--- config.mk ---
export PLATFORM = sky130hd
export DESIGN_NAME = abrms_lvl
export DESIGN_NICKNAME = d
export VERILOG_FILES = /design/src/hdl/abrms_pkg.sv /design/src/hdl/abrms_lvl.sv
export SDC_FILE = /design/constraint.sdc
export NUM_CORES = 1
export LEC_CHECK = 0
export ABC_AREA = 1
export BUFFER_PORTS_ARGS = -buffer_cell sky130_fd_sc_hd__buf_2
export CAP_MARGIN = 5
export CORE_ASPECT_RATIO = 1.5
export CORE_MARGIN = 2
export CORE_UTILIZATION = 40
export DETAILED_ROUTE_END_ITERATION = 10
export PLACE_DENSITY = 0.56
export SYNTH_ARGS = -nofsm -noshare
export SYNTH_HDL_FRONTEND = slang
export SYNTH_SLANG_ARGS = --single-unit
--- constraint.sdc ---
create_clock -name i_clk -period 11.7 [get_ports i_clk]
set_input_delay 3.51 -clock i_clk [delete_from_list [all_inputs] [get_ports i_clk]]
set_output_delay 3.51 -clock i_clk [all_outputs]
set_load 0.005 [all_outputs]
--- src/hdl/abrms_pkg.sv ---
package abrms_pkg;

    localparam int DEPTH     = 32768;
    localparam int MAX_BLOCK = 256;

    localparam int SAMPLE_W = 16;
    localparam int LEVEL_W  = 15;
    localparam int FILL_W   = 16;

    localparam logic [LEVEL_W-1:0] LEVEL_MAX = LEVEL_W'(32767);

    localparam int PTR_W  = (DEPTH > 1) ? $clog2(DEPTH) : 1;
    localparam int OCC_W  = $clog2(DEPTH + 1);
    localparam int CNT_W  = $clog2(MAX_BLOCK + 1);
    localparam int SQ_W   = 2 * SAMPLE_W - 1;
    localparam int SUM_W  = SQ_W + ((MAX_BLOCK > 1) ? $clog2(MAX_BLOCK) : 0);
    localparam int ROOT_W = (SUM_W + 1) / 2;
    localparam int DIV_W  = 2 * ROOT_W;
    localparam int STEP_W = $clog2(ROOT_W);

    localparam int OUT_DATA_W = SAMPLE_W + LEVEL_W + FILL_W + 1;

    typedef struct packed {
        logic busy;
        logic done;
    } t_lvl_sts;

endpackage

--- src/hdl/abrms_lvl.sv ---
module abrms_lvl (
    input  logic                           i_clk,
    input  logic                           i_rst_n,
    input  logic                           i_start,
    input  logic [abrms_pkg::SUM_W-1:0]    i_sum,
    input  logic [abrms_pkg::CNT_W-1:0]    i_count,
    output abrms_pkg::t_lvl_sts            o_sts,
    output logic [abrms_pkg::LEVEL_W-1:0]  o_level
);

    import abrms_pkg::*;

    typedef enum logic [3:0] {
        L_IDLE = 4'b0001,
        L_DIV  = 4'b0010,
        L_SQRT = 4'b0100,
        L_DONE = 4'b1000
    } t_lvl_state;

    t_lvl_state r_state, n_state;

    logic [STEP_W-1:0] r_step;
    logic [CNT_W-1:0]  r_den;
    logic [CNT_W-1:0]  r_drem;
    logic [DIV_W-1:0]  r_work;
    logic [ROOT_W:0]   r_srem;
    logic [ROOT_W-1:0] r_root;

    logic [CNT_W-1:0]  v_drem;
    logic [DIV_W-1:0]  v_quo;
    logic [CNT_W:0]    v_dtry;
    logic [ROOT_W+2:0] v_stry;
    logic [ROOT_W+2:0] v_trial;
    logic              v_sbit;
    logic              v_last;

    // two restoring division steps per cycle
    always_comb begin
        v_drem = r_drem;
        v_quo  = r_work;
        v_dtry = '0;
        for (int k = 0; k < 2; k++) begin
            v_dtry = {v_drem, v_quo[DIV_W-1]};
            v_quo  = {v_quo[DIV_W-2:0], 1'b0};
            if (v_dtry >= {1'b0, r_den}) begin
                v_dtry   = v_dtry - {1'b0, r_den};
                v_quo[0] = 1'b1;
            end
            v_drem = v_dtry[CNT_W-1:0];
        end
    end

    // one root digit per cycle
    always_comb begin
        v_stry  = {r_srem, r_work[DIV_W-1 -: 2]};
        v_trial = {1'b0, r_root, 2'b01};
        v_sbit  = (v_stry >= v_trial);
    end

    assign v_last = (r_step == STEP_W'(ROOT_W - 1));

    always_comb begin
        n_state = r_state;
        case (r_state)
            L_IDLE: begin
                if (i_start) begin
                    n_state = L_DIV;
                end
            end
            L_DIV: begin
                if (v_last) begin
                    n_state = L_SQRT;
                end
            end
            L_SQRT: begin
                if (v_last) begin
                    n_state = L_DONE;
                end
            end
            L_DONE: begin
                n_state = L_IDLE;
            end
            default: begin
                n_state = L_IDLE;
            end
        endcase
    end

    always_ff @(posedge i_clk) begin
        if (!i_rst_n) begin
            r_state <= L_IDLE;
            r_step  <= '0;
        end else begin
            r_state <= n_state;
            if (r_state == L_IDLE || v_last) begin
                r_step <= '0;
            end else begin
                r_step <= r_step + 1'b1;
            end
        end
    end

    always_ff @(posedge i_clk) begin
        case (r_state)
            L_IDLE: begin
                if (i_start) begin
                    r_work <= DIV_W'(i_sum);
                    r_drem <= '0;
                    r_den  <= i_count;
                end
            end
            L_DIV: begin
                r_drem <= v_drem;
                r_work <= v_quo;
                if (v_last) begin
                    r_srem <= '0;
                    r_root <= '0;
                end
            end
            L_SQRT: begin
                r_work <= {r_work[DIV_W-3:0], 2'b00};
                r_root <= {r_root[ROOT_W-2:0], v_sbit};
                if (v_sbit) begin
                    r_srem <= (ROOT_W+1)'(v_stry - v_trial);
                end else begin
                    r_srem <= v_stry[ROOT_W:0];
                end
            end
            default: begin
            end
        endcase
    end

    assign o_level    = (r_root > ROOT_W'(LEVEL_MAX)) ? LEVEL_MAX : r_root[LEVEL_W-1:0];
    assign o_sts.busy = (r_state != L_IDLE);
    assign o_sts.done = (r_state == L_DONE);

endmodule

==> metrics.txt, run 1 <==
outcome=finished with violations; failing checks=design-rule violations; routed vias/inst=between 4 and 5; Area Overhead vs Synth=12.0%; Clock Skew=17.6 ps; core area=about 17000 µm²; Routability Congestion=0.863; sequential share of the synthesized area=between 40 and 50%; commonest non-fill, non-tap cell in the layout=nand2_1; layout cells sized above 1=14.4%; synthesized area per cell=a little under 8 µm²; main combinational cell family by area after synthesis=simple AND/OR/NAND/NOR gates; CTS tree=yes; Least-Margin Pin Slew=799 ps; Vias=roughly 5.8k; post-route ant nets=0; utilization after layout=45.8%; max-slew violations=0; Leakage=between 3 and 4 nW; Final #Nets=1083; crit path from=r_root[16]; Yosys warnings=0; Yosys reg bits=108; worst vdd ir=0.116 mV; leading register cell type out of synthesis=edfxtp_1; DRC=3; post-synth top area share=between 40% and 50%; async set or reset register ratio after synthesis=0%; GRT Overall Usage=about 18%; CTS-repair resized insts=0; Max-slew headroom=46.7%; Simple-Gate Fraction of Synth Area=around 33%; type of origin of the critical path=flop; Clk pwr share=21.4%; # diodes=0; Hold WC Path Type=flop to flop; hpwl dp=roughly 12000 µm; grt ovf=0; latest clock arrival within the worst-skew pair=between 300 and 400 ps; # port buffers=67; Post-Syn Nets=roughly 1k; synth unique cells=36; Tmin final=5000 ps; DIE AREA=roughly 19000 µm²; Root Buffer=clkbuf_16; hold_sp=r_step[0]; crit-path cells=inv_1 > nand3_1 > nor3_1 > buf_4 > nand2_1 > buf_2; largest net degree at the start of global routing=42; internal power=between 800 and 900 µW; multiplexer share of the synthesized area=0%; Setup Crit Path Kind=flop to output pin; row cnt=between 50 and 60; deepest clock path buffer count=2; IO Pins=about 70; arrival time at the worst endpoint=approximately 1500 ps; R2R Setup Slk=roughly 7700 ps; switching share of power=39.5%; final worst-path cycle share=42.7%; RR Startpoint=r_work[39]; switching pwr=slightly below 600 µW; post-synthesis compound-gate area fraction=4.91%; CTS buffer count=9; pwr/cell area=between 150 and 200 nW/µm²; Hold Buf Count CTS=0; Mapped Cells=roughly 900; first-pass GRT wire length=between 20000 and 30000 µm; die height=approximately 170 µm; Comb power frac=approximately two fifths; Final Hold Vio Count=0; Post-synth EDFFs=between 90 and 100; CP endpoint kind=output pin; CP peak stage delay=between 300 and 400 ps; Die Width=roughly 110 µm; Setup Buffers After CTS=0; unrepaired setup endpoints after global routing=false; DRT Pass-1 Iters=7; MaxCap Viol Count=0; Sequential Power Share=between 30 and 40%; Worst path slowest cell=edfxtp_1; clock sinks=between 100 and 150; adder-cell share of the synthesized area=roughly 7.8%; Synth area leaders=edfxtp_1, nand2_1, ha_1, inv_1, nand3_1; XOR/XNOR Fraction of Synth Area=2.09%; Post-Syn Area=slightly above 7000 µm²; vias in the first global route=5792; htree depth=3; Initial DRC Count=about 280; Initial Util=about two fifths; commonest non-fill, non-tap cells in the layout=nand2_1, inv_1, edfxtp_1; routed wire length=roughly 16000 µm; initial antenna violation count=0; final setup violation count=0; setup TNS=0 ps; Yosys top cell by area=edfxtp_1; data required time of the critical path=8190 ps; detailed-route wire length per cell=between 10 and 15 µm; CP Max Fanout=15; Clock transition at path regs=around 80 ps; Fmax=about 200 MHz
logic make-up (layout without fill, tap and decap cells):
group                    count (synthesis)  after routing
XOR/XNOR                                17             17
adder cells (fa/ha/maj)                 43             43
AND/OR/NAND/NOR                        553            553
AO/OA/AOI/OAI                           56             56
flip-flops                             108            108
buffers and inverters                  145            217
power groups by stage:
stage | combinational (mW) | clock, mW | sequential [mW]
3_5_place_dp | 0.580 | 0 | 0.579
4_1_cts | 0.585 | 0.319 | 0.571
6_report | 0.578 | 0.312 | 0.570
5_1_grt | 0.665 | 0.335 | 0.581
2_1_floorplan | 0.447 | 0 | 0.572
3_3_place_gp | 0.579 | 0 | 0.577
synth_stat cells, types with 4 or more instances:
cell type / number
nand4_1: 8
buf_2: 5
nor2_1: 79
clkbuf_1: 9
ha_1: 41
nand2_2: 20
nand3_1: 66
xor2_1: 13
dfxtp_1: 9
nor3_1: 7
o21ai_0: 7
nor2_2: 6
a21oi_1: 21
edfxtp_1: 99
xnor2_1: 4
o21bai_1: 5
inv_2: 5
a21oi_2: 12
inv_1: 121
nand3b_1: 5
nand2_1: 350
o21ai_1: 5
sequential cells by signal, summed over array words and instances (netlist names):
| signal | cells |
|---|---|
| r_work | 40 |
| r_srem | 21 |
| r_root | 20 |
| r_den | 9 |
| r_drem | 9 |
| r_step | 5 |
| r_state | 4 |
worst max-delay path, delay by kind of cell, from the launching register on:
| family | cells | cell delay (ps) |
|---|---|---|
| and+or+nand+nor | 3 | 280 |
| buffers and inverters | 3 | 470 |
| DFF | 1 | 370 |
layer usage:
metal  vias up  routed length (µm)  track usage [%]
met5         -                   0                0
li1       3074                   -                -
met2        83                8930             34.2
met3        21                 419             2.90
met1      2638                6850             21.0
met4         0                 275             5.30
worst paths after layout:
path | end | cells past startpoint
max | o_level[0] | 6
min | r_step[0] | 1
max reg2reg | r_work[0] | 21
min reg2reg | r_step[0] | 1
stage by stage:
stage          worst slack (ps)  power (mW)  instances  hold WS [ps]  area, µm²
2_1_floorplan              6920        1.02        922           418       7130
3_3_place_gp               6720        1.16       1191           435       7690
3_5_place_dp               6720        1.16       1191           444       7690
4_1_cts                    6650        1.47       1207           455       7980
5_1_grt                    6570        1.58       1207           483       7980
6_report                   6700        1.46       1207           451       7980
layout make-up:
type	instances	area, µm²
clock buffers	9	225
fillers	1818	9440
flip-flops and latches	108	3150
well taps	213	267
clock inverters	7	72.6
repair buffers	73	380
inverters	128	480
multi-input cells	669	3410
No activity file was read; power rests on OpenSTA's default activity.
==> run 2, diff against run 1 <==
--- a/config.mk
+++ b/config.mk
@@ -12,7 +12,7 @@
 export CORE_MARGIN = 2
 export CORE_UTILIZATION = 40
 export DETAILED_ROUTE_END_ITERATION = 10
-export PLACE_DENSITY = 0.56
+export PLACE_DENSITY = 0.58
 export SYNTH_ARGS = -nofsm -noshare
 export SYNTH_HDL_FRONTEND = slang
 export SYNTH_SLANG_ARGS = --single-unit
==> constraint.sdc (replaced) <==
create_clock -name i_clk -period 4.21 [get_ports i_clk]
set_input_delay 1.263 -clock i_clk [delete_from_list [all_inputs] [get_ports i_clk]]
set_output_delay 1.263 -clock i_clk [all_outputs]
set_load 0.005 [all_outputs]
==> run 2 against run 1 <==
Compared with the run above:
- the run still ends with design-rule violations left
- clock skew fell by 4.3 ps
- clock-buffer cell count did not move
- clock power rose to 2.9 times the previous value
- combinational power rose to 2.9 times the previous value
- design area rose by 0.52%
- cell count rose by 0.17%
- hold slack got worse by 1.4 ps
- via count rose by 1.5%
- setup slack got worse by 6300 ps
==> metrics.txt, run 2 (same netlist as run 1, synthesis figures left out) <==
outcome=finished with violations (unchanged); failing checks=design-rule violations (unchanged); detailed-route wire length per cell=13.5 µm (was 13.6 µm); Power Total=4.14 mW (was 1.46 mW); pre-CTS WS=319 ps (was 6720 ps); CTS tree=yes (unchanged); Setup Crit Path Kind=flop to flop (was flop to output pin); DRT Pass-1 Iters=8 (was 7); switching share of power=40.1% (was 39.5%); pwr/cell area=516 nW/µm² (was 183 nW/µm²); Comb power frac=40.2% (was 39.6%); Fin Hold WS=450 ps (was 451 ps); final worst-path cycle share=about nine tenths; clock sinks=108 (unchanged); Max-slew headroom=51.8% (was 46.7%); die height=167 µm (unchanged); Final Hold Vio Count=0 (unchanged); Least-Margin Pin Slew=722 ps (was 799 ps); row cnt=59 (unchanged); Largest register FFs=40 (unchanged); Fmax=about 260 MHz; latest clock arrival within the worst-skew pair=360 ps (was 370 ps); Sequential Power Share=38.3% (was 39.1%); Area Overhead vs Synth=12.6% (was 12.0%); GRT Overall Usage=17.4% (was 18.2%); routed vias/inst=4.88 (was 4.82); DP Area=7690 µm² (unchanged); worst vdd ir=0.399 mV (was 0.116 mV); DIE AREA=18900 µm² (unchanged); core area=17400 µm² (unchanged); Finished Cell Area=8030 µm² (was 7980 µm²); unrepaired setup endpoints after global routing=false (unchanged); Top Registers=r_work (40), r_srem (21), r_root (20) (unchanged); first-pass GRT wire length=26600 µm (was 27500 µm); fill count=1798 (was 1818); non-filler cells, final=1209 (was 1207); Root Buffer=clkbuf_16 (unchanged); Top reg by flops=r_work (unchanged); Die Width=113 µm (unchanged); Clk pwr share=21.5% (was 21.4%); hpwl dp=12200 µm (was 12400 µm); commonest non-fill, non-tap cell in the layout=nand2_1 (unchanged); Clock transition at path regs=80 ps (about the same); arrival time at the worst endpoint=3950 ps (was 1490 ps); CP Max Fanout=10 (was 15); Hold WC Path Type=flop to flop (unchanged); max-slew violations=0 (unchanged); cell mode on critical path=nand2_1; MaxCap Viol Count=0 (unchanged); Final #Nets=1085 (was 1083); final setup violation count=0 (unchanged); grt met2 use=32.3% (was 34.2%); largest net degree at the start of global routing=42 (unchanged); htree depth=3 (unchanged); commonest non-fill, non-tap cells in the layout=nand2_1, inv_1, edfxtp_1 (unchanged); layout cells sized above 1=14.8% (was 14.4%); Final WS setup=360 ps (was 6700 ps); dpl cells=1191 (unchanged); worst path bufs/invs=2 (was 3); CP endpoint kind=flop (was output pin); internal power=2.48 mW (was 882 µW); Vias=5903 (was 5816); deepest clock path buffer count=2 (unchanged); GR Layer Usage met3=2.71% (was 2.90%); Hold Buf Count CTS=0 (unchanged); Worst path slowest cell=fa_1 (was edfxtp_1); IO Pins=68 (unchanged); utilization after layout=46.1% (was 45.8%); # port buffers=67 (unchanged); Reg area=3150 µm² (unchanged); CP peak stage delay=480 ps (was 370 ps); multi-input logic area=3430 µm² (was 3410 µm²); Leakage=3.87 nW (was 3.86 nW); data required time of the critical path=4310 ps (was 8190 ps); Routability Congestion=0.884 (was 0.863); # diodes=0 (unchanged); type of origin of the critical path=flop (unchanged); initial antenna violation count=0 (unchanged); CP delay by family, top=simple AND/OR/NAND/NOR gates (was buffers and inverters); Clock Skew=13.3 ps (was 17.6 ps); setup TNS=0 ps (unchanged); grt ovf=0 (unchanged); DRC=3 (unchanged); CTS buffer count=9 (unchanged); post-route ant nets=0 (unchanged); gr busiest metal=met2 (unchanged); Tmin final=slightly below 4000 ps; crit-path cells=inv_2 > ha_1 > inv_1 > fa_1 > nand3_1 > nand2_1 > nand2_1 > nand2_1 > nand2_1 > nand2_2 > nand2_1 > o21ai_0 > fa_1 > nand3_1 > nand2_1 > nand2_1 > nand2_1 > a21boi_2 > nand2_2 > nor2_4 > o21ai_0 (was inv_1 > nand3_1 > nor3_1 > buf_4 > nand2_1 > buf_2); switching pwr=1.66 mW (was 577 µW); Initial Util=40.9% (unchanged); met1 Track Usage GR=20.0% (was 21.0%); vias in the first global route=5717 (was 5792); Initial DRC Count=218 (was 284); routed wire length=16300 µm (was 16500 µm)
[run 2: changes by cell type in the layout (fill, tap and decap cells not counted), sizes merged]
cell,delta
clkinvlp,-1
inv,-2
clkinv,+3
nand3,+1
nor2,+1
[run 2: repair_timing]
action	4_1_cts	5_1_grt
buffers inserted	0	0
resized for setup	0	4
hold endpoints to repair	0	0
endpoints found under the setup margin	0	10
[run 2: power by group through the flow]
stage / Clock [mW] / Combinational (mW) / Sequential (mW)
final: 0.891 / 1.66 / 1.59
after global routing: 0.949 / 1.89 / 1.61
after CTS: 0.913 / 1.61 / 1.59
after detailed placement: 0 / 1.61 / 1.61
after global placement: 0 / 1.60 / 1.60
after floorplan: 0 / 1.24 / 1.59
[run 2: routing by layer]
metal,wire (µm),part of all wire [%]
met1,6780,42
met2,8630,53
met3,412,2.5
met4,456,2.8
met5,0,0
[run 2: final cells by class]
class                      instances  share of cell area (%)
clock buffer                       9                    2.81
clock inverter                     7                    1.14
inverter                         128                    5.99
multi-input combinational        671                    42.7
sequential                       108                    39.3
tap                              213                    3.32
timing repair buffer              73                    4.74
[run 2: worst paths after layout]
check                                 from        end  slack (ps)  cells past startpoint
worst min register to register   r_step[0]  r_step[0]         450                      1
worst max register to register  r_work[39]  r_work[0]         360                     21
worst min-delay path             r_step[0]  r_step[0]         450                      1
worst max-delay path            r_work[39]  r_work[0]         360                     21
